<file path="config.mk">
export PLATFORM = sky130hd
export DESIGN_NAME = speed_ramp_servo_drive
export DESIGN_NICKNAME = d
export VERILOG_FILES = /design/src/design/srsd_pkg.sv /design/src/design/srsd_mul.sv /design/src/design/srsd_regs.sv /design/src/design/speed_ramp_servo_drive.sv
export SDC_FILE = /design/constraint.sdc
export NUM_CORES = 2
export LEC_CHECK = 0
export ABC_CLOCK_PERIOD_IN_PS = 11530
export BUFFER_PORTS_ARGS = -buffer_cell sky130_fd_sc_hd__buf_2
export CORE_MARGIN = 10
export CORE_UTILIZATION = 65
export CTS_BUF_LIST = sky130_fd_sc_hd__clkbuf_4
export DETAILED_ROUTE_END_ITERATION = 10
export PLACE_DENSITY = 0.82
export SLEW_MARGIN = 20
export SYNTH_ARGS = -nofsm -noshare
export SYNTH_HDL_FRONTEND = slang
export SYNTH_HIERARCHICAL = 1
export SYNTH_SLANG_ARGS = --single-unit
</file>
<file path="constraint.sdc">
create_clock -name clk -period 11.53 [get_ports clk]
set_clock_uncertainty 0.2 [all_clocks]
set_input_delay 0 -clock clk [delete_from_list [all_inputs] [get_ports clk]]
set_output_delay 0 -clock clk [all_outputs]
set_load 0.02 [all_outputs]
</file>
<file path="src/design/srsd_pkg.sv">
`timescale 1ns / 1ps
// ----------------------------------------------------------------------------
// Speed ramp servo drive package
// Shared types, command codes, register indexes and fixed-point constants.
// ----------------------------------------------------------------------------
package srsd_pkg;

	localparam int SPEED_W   = 18;
	localparam int MUL_A_W   = 23;
	localparam int MUL_B_W   = 24;
	localparam int MUL_P_W   = MUL_A_W + MUL_B_W;
	localparam int PADDR_W   = 5;
	localparam int IN_DATA_W = 120;
	localparam int OUT_DATA_W = 16;

	typedef logic signed [SPEED_W-1:0] speed_t;

	localparam speed_t SPEED_LIMIT = 18'sd100000;
	localparam speed_t MILLI_PER_UNIT = 18'sd1000;
	localparam speed_t STICK_SCALE = 18'sd100;
	localparam logic [7:0] REQ_LIMIT = 8'd100;
	localparam logic [7:0] SPAN_STEP = 8'd20;
	localparam logic [31:0] MS_PER_S = 32'd1000;

	// floor(u / 5000) = (u * DIV5000_M) >> 35 for u < 2^22
	localparam logic [23:0] ANGLE_BIAS = 24'd1000000;
	localparam logic signed [11:0] ANGLE_BIAS_Q = 12'sd200;
	localparam logic [23:0] ANGLE_DIVISOR = 24'd5000;
	localparam logic [22:0] DIV5000_M = 23'd6871948;
	// floor(a / 1000) = (a * DIV1000_M) >> 27 for a < 2^17
	localparam logic [17:0] DIV1000_M = 18'd134218;

	typedef enum logic [2:0] {
		FN_TICK  = 3'd0,
		FN_SET   = 3'd1,
		FN_TIMED = 3'd2,
		FN_STOP  = 3'd3,
		FN_INIT  = 3'd4
	} func_t;

	typedef enum logic [2:0] {
		REG_CENTER   = 3'd0,
		REG_FLOOR    = 3'd1,
		REG_CEILING  = 3'd2,
		REG_SPAN     = 3'd3,
		REG_ACCEL    = 3'd4,
		REG_DECEL    = 3'd5,
		REG_WANDER   = 3'd6,
		REG_DELAY    = 3'd7
	} reg_idx_t;

	typedef enum logic [3:0] {
		ST_IDLE,
		ST_CMD,
		ST_RAMP_MUL,
		ST_RAMP_ADD,
		ST_ANG_MUL,
		ST_ANG_CEN,
		ST_ANG_SUM,
		ST_ANG_DIV,
		ST_SPD_DIV,
		ST_DONE
	} st_t;

	typedef struct packed {
		logic [7:0] center;
		logic [7:0] floor_angle;
		logic [7:0] ceil_angle;
		logic [2:0] span;
		logic [9:0] accel;
		logic [9:0] decel;
		logic       wander_en;
		logic [7:0] first_delay;
	} srsd_cfg_t;

endpackage

</file>
<file path="src/design/srsd_mul.sv">
`timescale 1ns / 1ps
// ----------------------------------------------------------------------------
// Shared multiplier
// Signed multiply with a registered product, loaded only when issued.
// ----------------------------------------------------------------------------
module srsd_mul
	import srsd_pkg::*;
(
	input  logic                      clk,
	input  logic                      en,
	input  logic signed [MUL_A_W-1:0] a,
	input  logic signed [MUL_B_W-1:0] b,
	output logic signed [MUL_P_W-1:0] p_q
);

	always_ff @(posedge clk) begin
		if (en) begin
			p_q <= a * b;
		end
	end

endmodule

</file>
<file path="src/design/srsd_regs.sv">
`timescale 1ns / 1ps
// ----------------------------------------------------------------------------
// Configuration registers
// APB-style register file for center, angle limits, span, slew rates, wander and first delay.
// ----------------------------------------------------------------------------
module srsd_regs
	import srsd_pkg::*;
(
	input  logic               clk,
	input  logic               arst_n,
	input  logic               psel,
	input  logic               penable,
	input  logic               pwrite,
	input  logic [PADDR_W-1:0] paddr,
	input  logic [31:0]        pwdata,
	output logic [31:0]        prdata,
	output logic               pready,
	output srsd_cfg_t          cfg
);

	srsd_cfg_t cfg_q;
	logic      wr_en;
	reg_idx_t  idx;

	assign pready = 1'b1;
	assign wr_en  = psel && penable && pwrite;
	assign idx    = reg_idx_t'(paddr[4:2]);
	assign cfg    = cfg_q;

	always_ff @(posedge clk or negedge arst_n) begin
		if (!arst_n) begin
			cfg_q.center      <= 8'd90;
			cfg_q.floor_angle <= 8'd0;
			cfg_q.ceil_angle  <= 8'd180;
			cfg_q.span        <= 3'd3;
			cfg_q.accel       <= 10'd100;
			cfg_q.decel       <= 10'd100;
			cfg_q.wander_en   <= 1'b0;
			cfg_q.first_delay <= 8'd5;
		end else if (wr_en) begin
			unique case (idx)
				REG_CENTER:  cfg_q.center      <= pwdata[7:0];
				REG_FLOOR:   cfg_q.floor_angle <= pwdata[7:0];
				REG_CEILING: cfg_q.ceil_angle  <= pwdata[7:0];
				REG_SPAN:    cfg_q.span        <= pwdata[2:0];
				REG_ACCEL:   cfg_q.accel       <= pwdata[9:0];
				REG_DECEL:   cfg_q.decel       <= pwdata[9:0];
				REG_WANDER:  cfg_q.wander_en   <= pwdata[0];
				REG_DELAY:   cfg_q.first_delay <= pwdata[7:0];
				default:     cfg_q.center      <= cfg_q.center;
			endcase
		end
	end

	always_comb begin
		unique case (idx)
			REG_CENTER:  prdata = {24'd0, cfg_q.center};
			REG_FLOOR:   prdata = {24'd0, cfg_q.floor_angle};
			REG_CEILING: prdata = {24'd0, cfg_q.ceil_angle};
			REG_SPAN:    prdata = {29'd0, cfg_q.span};
			REG_ACCEL:   prdata = {22'd0, cfg_q.accel};
			REG_DECEL:   prdata = {22'd0, cfg_q.decel};
			REG_WANDER:  prdata = {31'd0, cfg_q.wander_en};
			REG_DELAY:   prdata = {24'd0, cfg_q.first_delay};
			default:     prdata = 32'd0;
		endcase
	end

endmodule

</file>
<file path="src/design/speed_ramp_servo_drive.sv">
`timescale 1ns / 1ps
// ----------------------------------------------------------------------------
// Speed ramp servo drive
// Ramps motor speed toward a target with separate accel and decel slew rates
// and returns the servo angle and integer speed for every command item.
// ----------------------------------------------------------------------------
// An item runs through ST_CMD, then ST_RAMP_MUL and ST_RAMP_ADD on a tick that
// ramps, then ST_ANG_MUL, ST_ANG_CEN, ST_ANG_SUM, ST_ANG_DIV, ST_SPD_DIV and
// ST_DONE; the next item is taken the cycle after the result register loads.
// The sequencer uses one shared 23x24 multiplier in turn for the ramp step,
// the angle product, the angle offset and the two reciprocal divides. A finished
// result waits in an output register, so the next item can be accepted while it
// is still pending.
// ----------------------------------------------------------------------------
module speed_ramp_servo_drive
	import srsd_pkg::*;
(
	input  logic                  clk,
	input  logic                  arst_n,
	// stream in
	input  logic                  s_tvalid,
	output logic                  s_tready,
	// now_ms[31:0], speed_request[47:32], duration_ms[71:48], halt[72],
	// stationary_mode[73], scene_active[74], stick_value[85:75],
	// random_target[93:86], random_wait_ms[113:94], zero pad[119:114]
	input  logic [IN_DATA_W-1:0]  s_tdata,
	// func[2:0]
	input  logic [2:0]            s_tuser,
	// stream out
	output logic                  m_tvalid,
	input  logic                  m_tready,
	// servo_angle[7:0], speed_now[15:8]
	output logic [OUT_DATA_W-1:0] m_tdata,
	// configuration
	input  logic                  psel,
	input  logic                  penable,
	input  logic                  pwrite,
	input  logic [PADDR_W-1:0]    paddr,
	input  logic [31:0]           pwdata,
	output logic [31:0]           prdata,
	output logic                  pready
);

	srsd_cfg_t cfg;

	st_t st_q, st_d;

	// latched item
	logic [2:0]         in_func_q;
	logic [31:0]        in_now_q;
	logic signed [15:0] in_req_q;
	logic [23:0]        in_dur_q;
	logic               in_halt_q;
	logic               in_stat_q;
	logic               in_scene_q;
	logic signed [10:0] in_stick_q;
	logic signed [7:0]  in_rand_q;
	logic [19:0]        in_wait_q;

	// motor state
	speed_t      present_q;
	speed_t      goal_q;
	logic [31:0] last_tick_q;
	logic [31:0] wander_due_q;
	logic [31:0] timed_end_q;
	logic        timed_active_q;

	// work registers
	logic [15:0] dt_q;
	logic [21:0] acc_q;
	logic [7:0]  angle_q;
	logic        m_tvalid_q;
	logic [OUT_DATA_W-1:0] m_tdata_q;

	// shared multiplier
	logic                      mul_en;
	logic signed [MUL_A_W-1:0] mul_a;
	logic signed [MUL_B_W-1:0] mul_b;
	logic signed [MUL_P_W-1:0] prod_q;

	logic in_accept, out_free, out_load;

	// tick decode
	logic [31:0]       elapsed;
	logic [15:0]       dt_sat;
	logic [31:0]       timed_diff;
	logic [31:0]       wander_diff;
	logic              timed_hit;
	logic              wander_hit;
	logic              follow;
	logic signed [7:0] req_s8;
	speed_t            req_goal;
	speed_t            stick_goal_raw;
	speed_t            stick_goal;
	logic [7:0]        range8;
	logic signed [8:0] range9;
	logic signed [8:0] rand9;
	logic signed [8:0] rand_rng;
	logic signed [7:0] rand_s8;
	speed_t            rand_goal;
	logic [31:0]       wander_next;
	logic [31:0]       init_due;
	logic [31:0]       timed_end_next;

	// ramp
	logic               ramp_up;
	logic               ramp_dn;
	logic [9:0]         rate_sel;
	logic signed [27:0] pres28;
	logic signed [27:0] goal28;
	logic signed [27:0] step28;
	logic signed [27:0] ramp_sum;
	speed_t             ramp_next;

	// result
	logic [23:0]        acc_seed;
	logic signed [11:0] q12;
	logic signed [11:0] floor12;
	logic signed [11:0] ceil12;
	logic signed [11:0] q_clamp;
	speed_t             pres_neg;
	logic [16:0]        pres_abs;
	logic [7:0]         spd_mag;
	logic [7:0]         speed_now;

	srsd_regs u_regs (
		.clk     (clk),
		.arst_n  (arst_n),
		.psel    (psel),
		.penable (penable),
		.pwrite  (pwrite),
		.paddr   (paddr),
		.pwdata  (pwdata),
		.prdata  (prdata),
		.pready  (pready),
		.cfg     (cfg)
	);

	srsd_mul u_mul (
		.clk (clk),
		.en  (mul_en),
		.a   (mul_a),
		.b   (mul_b),
		.p_q (prod_q)
	);

	assign s_tready  = (st_q == ST_IDLE);
	assign in_accept = s_tvalid && s_tready;
	assign out_free  = !m_tvalid_q || m_tready;
	assign out_load  = (st_q == ST_DONE) && out_free;
	assign m_tvalid  = m_tvalid_q;
	assign m_tdata   = m_tdata_q;

	// tick decode
	always_comb begin
		elapsed     = in_now_q - last_tick_q;
		dt_sat      = (elapsed > 32'd65535) ? 16'hFFFF : elapsed[15:0];
		timed_diff  = in_now_q - timed_end_q;
		wander_diff = in_now_q - wander_due_q;
		timed_hit   = timed_active_q && !timed_diff[31];
		wander_hit  = cfg.wander_en && !wander_diff[31];
		follow      = in_stat_q && !cfg.wander_en && !in_scene_q;

		if (in_req_q > 16'sd100) begin
			req_s8 = 8'sd100;
		end else if (in_req_q < -16'sd100) begin
			req_s8 = -8'sd100;
		end else begin
			req_s8 = in_req_q[7:0];
		end
		req_goal = SPEED_W'(req_s8) * MILLI_PER_UNIT;

		stick_goal_raw = SPEED_W'(in_stick_q) * STICK_SCALE;
		if (stick_goal_raw > SPEED_LIMIT) begin
			stick_goal = SPEED_LIMIT;
		end else if (stick_goal_raw < -SPEED_LIMIT) begin
			stick_goal = -SPEED_LIMIT;
		end else begin
			stick_goal = stick_goal_raw;
		end

		range8 = 8'(cfg.span) * SPAN_STEP;
		range9 = signed'({1'b0, range8});
		rand9  = 9'(in_rand_q);
		if (rand9 > range9) begin
			rand_rng = range9;
		end else if (rand9 < -range9) begin
			rand_rng = -range9;
		end else begin
			rand_rng = rand9;
		end
		if (rand_rng > 9'sd100) begin
			rand_s8 = 8'sd100;
		end else if (rand_rng < -9'sd100) begin
			rand_s8 = -8'sd100;
		end else begin
			rand_s8 = rand_rng[7:0];
		end
		rand_goal = SPEED_W'(rand_s8) * MILLI_PER_UNIT;

		wander_next    = in_now_q + 32'(in_wait_q);
		init_due       = in_now_q + 32'(cfg.first_delay) * MS_PER_S;
		timed_end_next = in_now_q + 32'(in_dur_q);
	end

	// ramp
	always_comb begin
		ramp_up  = present_q < goal_q;
		ramp_dn  = present_q > goal_q;
		rate_sel = ramp_up ? cfg.accel : cfg.decel;
		pres28   = 28'(present_q);
		goal28   = 28'(goal_q);
		step28   = signed'({2'b00, prod_q[25:0]});
		ramp_sum = pres28 + (ramp_up ? step28 : -step28);
		if (ramp_up) begin
			ramp_next = (ramp_sum > goal28) ? goal_q : ramp_sum[SPEED_W-1:0];
		end else if (ramp_dn) begin
			ramp_next = (ramp_sum < goal28) ? goal_q : ramp_sum[SPEED_W-1:0];
		end else begin
			ramp_next = present_q;
		end
	end

	// result
	always_comb begin
		acc_seed = prod_q[23:0] + ANGLE_BIAS;
		q12      = signed'({1'b0, prod_q[45:35]}) - ANGLE_BIAS_Q;
		floor12  = signed'({4'b0000, cfg.floor_angle});
		ceil12   = signed'({4'b0000, cfg.ceil_angle});
		q_clamp  = (q12 < floor12) ? floor12 : q12;
		q_clamp  = (q_clamp > ceil12) ? ceil12 : q_clamp;
		pres_neg = -present_q;
		pres_abs = present_q[SPEED_W-1] ? pres_neg[16:0] : present_q[16:0];
		spd_mag  = prod_q[34:27];
		speed_now = present_q[SPEED_W-1] ? (8'd0 - spd_mag) : spd_mag;
	end

	always_ff @(posedge clk or negedge arst_n) begin
		if (!arst_n) begin
			st_q <= ST_IDLE;
		end else begin
			st_q <= st_d;
		end
	end

	always_comb begin
		st_d   = st_q;
		mul_en = 1'b0;
		mul_a  = '0;
		mul_b  = '0;
		unique case (st_q)
			ST_IDLE: begin
				if (in_accept) begin
					st_d = ST_CMD;
				end
			end
			ST_CMD: begin
				if ((in_func_q == FN_TICK) && !in_halt_q) begin
					st_d = ST_RAMP_MUL;
				end else begin
					st_d = ST_ANG_MUL;
				end
			end
			ST_RAMP_MUL: begin
				mul_en = 1'b1;
				mul_a  = signed'({13'd0, rate_sel});
				mul_b  = signed'({8'd0, dt_q});
				st_d   = ST_RAMP_ADD;
			end
			ST_RAMP_ADD: begin
				st_d = ST_ANG_MUL;
			end
			ST_ANG_MUL: begin
				mul_en = 1'b1;
				mul_a  = MUL_A_W'(present_q);
				mul_b  = signed'({21'd0, cfg.span});
				st_d   = ST_ANG_CEN;
			end
			ST_ANG_CEN: begin
				mul_en = 1'b1;
				mul_a  = signed'({15'd0, cfg.center});
				mul_b  = signed'(ANGLE_DIVISOR);
				st_d   = ST_ANG_SUM;
			end
			ST_ANG_SUM: begin
				st_d = ST_ANG_DIV;
			end
			ST_ANG_DIV: begin
				mul_en = 1'b1;
				mul_a  = signed'({1'b0, acc_q});
				mul_b  = signed'({1'b0, DIV5000_M});
				st_d   = ST_SPD_DIV;
			end
			ST_SPD_DIV: begin
				mul_en = 1'b1;
				mul_a  = signed'({6'd0, pres_abs});
				mul_b  = signed'({6'd0, DIV1000_M});
				st_d   = ST_DONE;
			end
			ST_DONE: begin
				if (out_free) begin
					st_d = ST_IDLE;
				end
			end
			default: st_d = ST_IDLE;
		endcase
	end

	// latch item, work registers
	always_ff @(posedge clk) begin
		if (in_accept) begin
			in_func_q  <= s_tuser;
			in_now_q   <= s_tdata[31:0];
			in_req_q   <= s_tdata[47:32];
			in_dur_q   <= s_tdata[71:48];
			in_halt_q  <= s_tdata[72];
			in_stat_q  <= s_tdata[73];
			in_scene_q <= s_tdata[74];
			in_stick_q <= s_tdata[85:75];
			in_rand_q  <= s_tdata[93:86];
			in_wait_q  <= s_tdata[113:94];
		end
		if (st_q == ST_CMD) begin
			dt_q <= dt_sat;
		end
		if (st_q == ST_ANG_CEN) begin
			acc_q <= acc_seed[21:0];
		end
		if (st_q == ST_ANG_SUM) begin
			acc_q <= acc_q + prod_q[21:0];
		end
		if (st_q == ST_SPD_DIV) begin
			angle_q <= q_clamp[7:0];
		end
		if (out_load) begin
			m_tdata_q <= {speed_now, angle_q};
		end
	end

	// motor state
	always_ff @(posedge clk or negedge arst_n) begin
		if (!arst_n) begin
			present_q      <= '0;
			goal_q         <= '0;
			last_tick_q    <= '0;
			wander_due_q   <= '0;
			timed_end_q    <= '0;
			timed_active_q <= 1'b0;
		end else if (st_q == ST_CMD) begin
			case (in_func_q)
				FN_TICK: begin
					last_tick_q <= in_now_q;
					if (in_halt_q) begin
						goal_q         <= '0;
						present_q      <= '0;
						timed_active_q <= 1'b0;
					end else begin
						if (timed_hit) begin
							timed_active_q <= 1'b0;
						end
						if (wander_hit) begin
							goal_q       <= rand_goal;
							wander_due_q <= wander_next;
						end else if (follow) begin
							goal_q <= stick_goal;
						end else if (timed_hit) begin
							goal_q <= '0;
						end
					end
				end
				FN_SET: begin
					goal_q         <= req_goal;
					timed_active_q <= 1'b0;
				end
				FN_TIMED: begin
					goal_q <= req_goal;
					if (in_dur_q != 24'd0) begin
						timed_end_q    <= timed_end_next;
						timed_active_q <= 1'b1;
					end else begin
						timed_active_q <= 1'b0;
					end
				end
				FN_STOP: begin
					goal_q         <= '0;
					present_q      <= '0;
					timed_active_q <= 1'b0;
				end
				FN_INIT: begin
					last_tick_q  <= in_now_q;
					wander_due_q <= init_due;
				end
				default: begin
					goal_q <= goal_q;
				end
			endcase
		end else if (st_q == ST_RAMP_ADD) begin
			present_q <= ramp_next;
		end
	end

	always_ff @(posedge clk or negedge arst_n) begin
		if (!arst_n) begin
			m_tvalid_q <= 1'b0;
		end else if (out_load) begin
			m_tvalid_q <= 1'b1;
		end else if (m_tready) begin
			m_tvalid_q <= 1'b0;
		end
	end

	a_busy_after_accept: assert property (@(posedge clk) disable iff (!arst_n)
		in_accept |=> !s_tready)
		else $error("item accepted while previous item in progress");

	a_present_range: assert property (@(posedge clk) disable iff (!arst_n)
		(present_q <= SPEED_LIMIT) && (present_q >= -SPEED_LIMIT))
		else $error("present speed out of range");

	a_goal_range: assert property (@(posedge clk) disable iff (!arst_n)
		(goal_q <= SPEED_LIMIT) && (goal_q >= -SPEED_LIMIT))
		else $error("goal speed out of range");

	a_angle_ceiling: assert property (@(posedge clk) disable iff (!arst_n)
		out_load |=> m_tvalid && (m_tdata[7:0] <= cfg.ceil_angle))
		else $error("servo angle above ceiling");

endmodule

</file>
==> flow_summary.ini <==
[routing]
drt_iter0_markers = 4041
routed_wl_um = 155400
vias = 45560
avgRoutedWirePerCell_um = 20.61
viasPerCell = 6.042
drt_pre_antenna_iters = 9
drc_errors = 0
drtAntennaViolNets = 0

[timing]
hold_violations = 0
setup_viol = 0
fmax_mhz = 96.53
period_needed_ns = 10.36
fin_crit_sh = 0.8985
drv_slew = 0
postLayoutSetupSlackWorst_ns = 1.170
fin_setup_tns_ns = 0
tightest_slew_ns = 1.062
rsz0062_at_grt = no
slew_headroom = 0.2903

[global_route]
overflow = 0
grt_pass1_wl_um = 252300
grt_use_total = 0.3210
antenna_found_initial = 11
grt_max_degree = 72
grt_pass1_vias = 48190

[final_layout]
post_route_cells_drive_above_1_share = 0.09487
areaGrowthSynthToFinish_pct = 11.28
final_cell_mix = inv_1, fa_1, nand2_1
final_common_cell = inv_1
multi_input_area_um2 = 38990
fin_nets = 7694
register_area_um2 = 11550
fillCellCount = 5885

[critical_path]
critPathTopFamily = adder cells
path_class = register to register
startpoint_type = register
crit_path_frequent_cell = fa_1
worstSetupEndpointType = register
critical_path_peak_fanout = 24
max_stage_delay_ns = 0.74
crit_buf_inv = 5
worst_ep_arrival_time_ns = 10.87
crit_path_top_delay_cell = a2111oi_0
critPathRequiredTime_ns = 12.04

[synth]
netlist_area_um2 = 55130
syn_area_per_cell_um2 = 9.370
ys.warnings.count = 6
synthesis.instances = 5883

[place]
place_hpwl_um = 110500
gp_congestion = 0.9425
io_buffer_count = 164
dp_slack_ns = 1.365

[clocking]
clock-root-buffer = clkbuf_4
clk_latency_ns = 0.98
cts_made_buffers = 106
clock_sinks = 416
htreeDepth = 3
cts_tree = built
clkTransAtPathRegs_ns = 0.09
post_cts_buffers = 0
cts_resized = 0
cts_buffer_depth = 3
cts_hold_buf = 281

[flow_run]
drv_cap = 0

[floorplan]
core_um2 = 83820
io_pins = 218
die-area_um2 = 96860
die_y_um = 311.2
dieWidth_um = 311.2
initial_core_util = 0.6577
rows = 106

[run_status]
status = finished, final reports clean

[hold_path]
min_path_type = input port to register
layout make-up:
cell class	instances	share of cell area
diodes	9	0.0003671
clock buffers	147	0.01799
clock inverters	52	0.004651
inverters	1026	0.06278
multi-input cells	4254	0.6356
flip-flops and latches	416	0.1883
well taps	1134	0.02313
repair buffers	503	0.06709
path summary, 6_finish.rpt:
check,startpoint,slack [ns],endpoint,depth (start not counted)
setup reg to reg,present_q[3],1.17,u_mul/p_q[41],31
max in group asynchronous,arst_n,8.94,present_q[12],6
setup / recovery,present_q[3],1.17,u_mul/p_q[41],31
hold reg to reg,angle_q[1],0.21,m_tdata[1],0
min in group asynchronous,arst_n,0.53,timed_end_q[27],5
hold / removal,s_tdata[13],0.08,in_now_q[13],3
metal layers:
layer	wire [um]	up-vias	global-route usage	share of wire
met5	13	-	0	0.000084
met4	9385	2	0.1729	0.060
met3	15420	640	0.08107	0.099
met2	73220	2410	0.5249	0.47
met1	57360	22240	0.3874	0.37
li1	-	20270	-	-
worst min-delay path, delay by kind of cell:
kind / cells / cell delay [ns]
buffers and inverters: 3 / 1.16
sequential cells by signal, indices dropped and copies added, names as in the netlist, 16 cells and up:
| register | count |
|---|---|
| in_dur_q | 24 |
| in_req_q | 16 |
| dt_q | 16 |
| acc_q | 22 |
| present_q | 18 |
| wander_due_q | 32 |
| in_now_q | 32 |
| goal_q | 16 |
| timed_end_q | 32 |
| in_wait_q | 20 |
| u_mul/p_q | 45 |
| u_regs/cfg | 56 |
| m_tdata | 16 |
| last_tick_q | 32 |
metrics by stage:
stage                     utilization  hold slack [ns]  cells  area [um2]
after floorplan                     -          -0.4956   5925       55280
after global placement         0.6808          -0.1620   7051       57070
after detailed placement       0.6808          -0.1621   7051       57070
after CTS                      0.7311        0.0008237   7531       61290
after global routing           0.7318          0.05647   7539       61340
final                          0.7318          0.07685   7541       61340
Power is not shown: default switching activity piles up to over one toggle a cycle in this logic, so the estimate is an artifact.
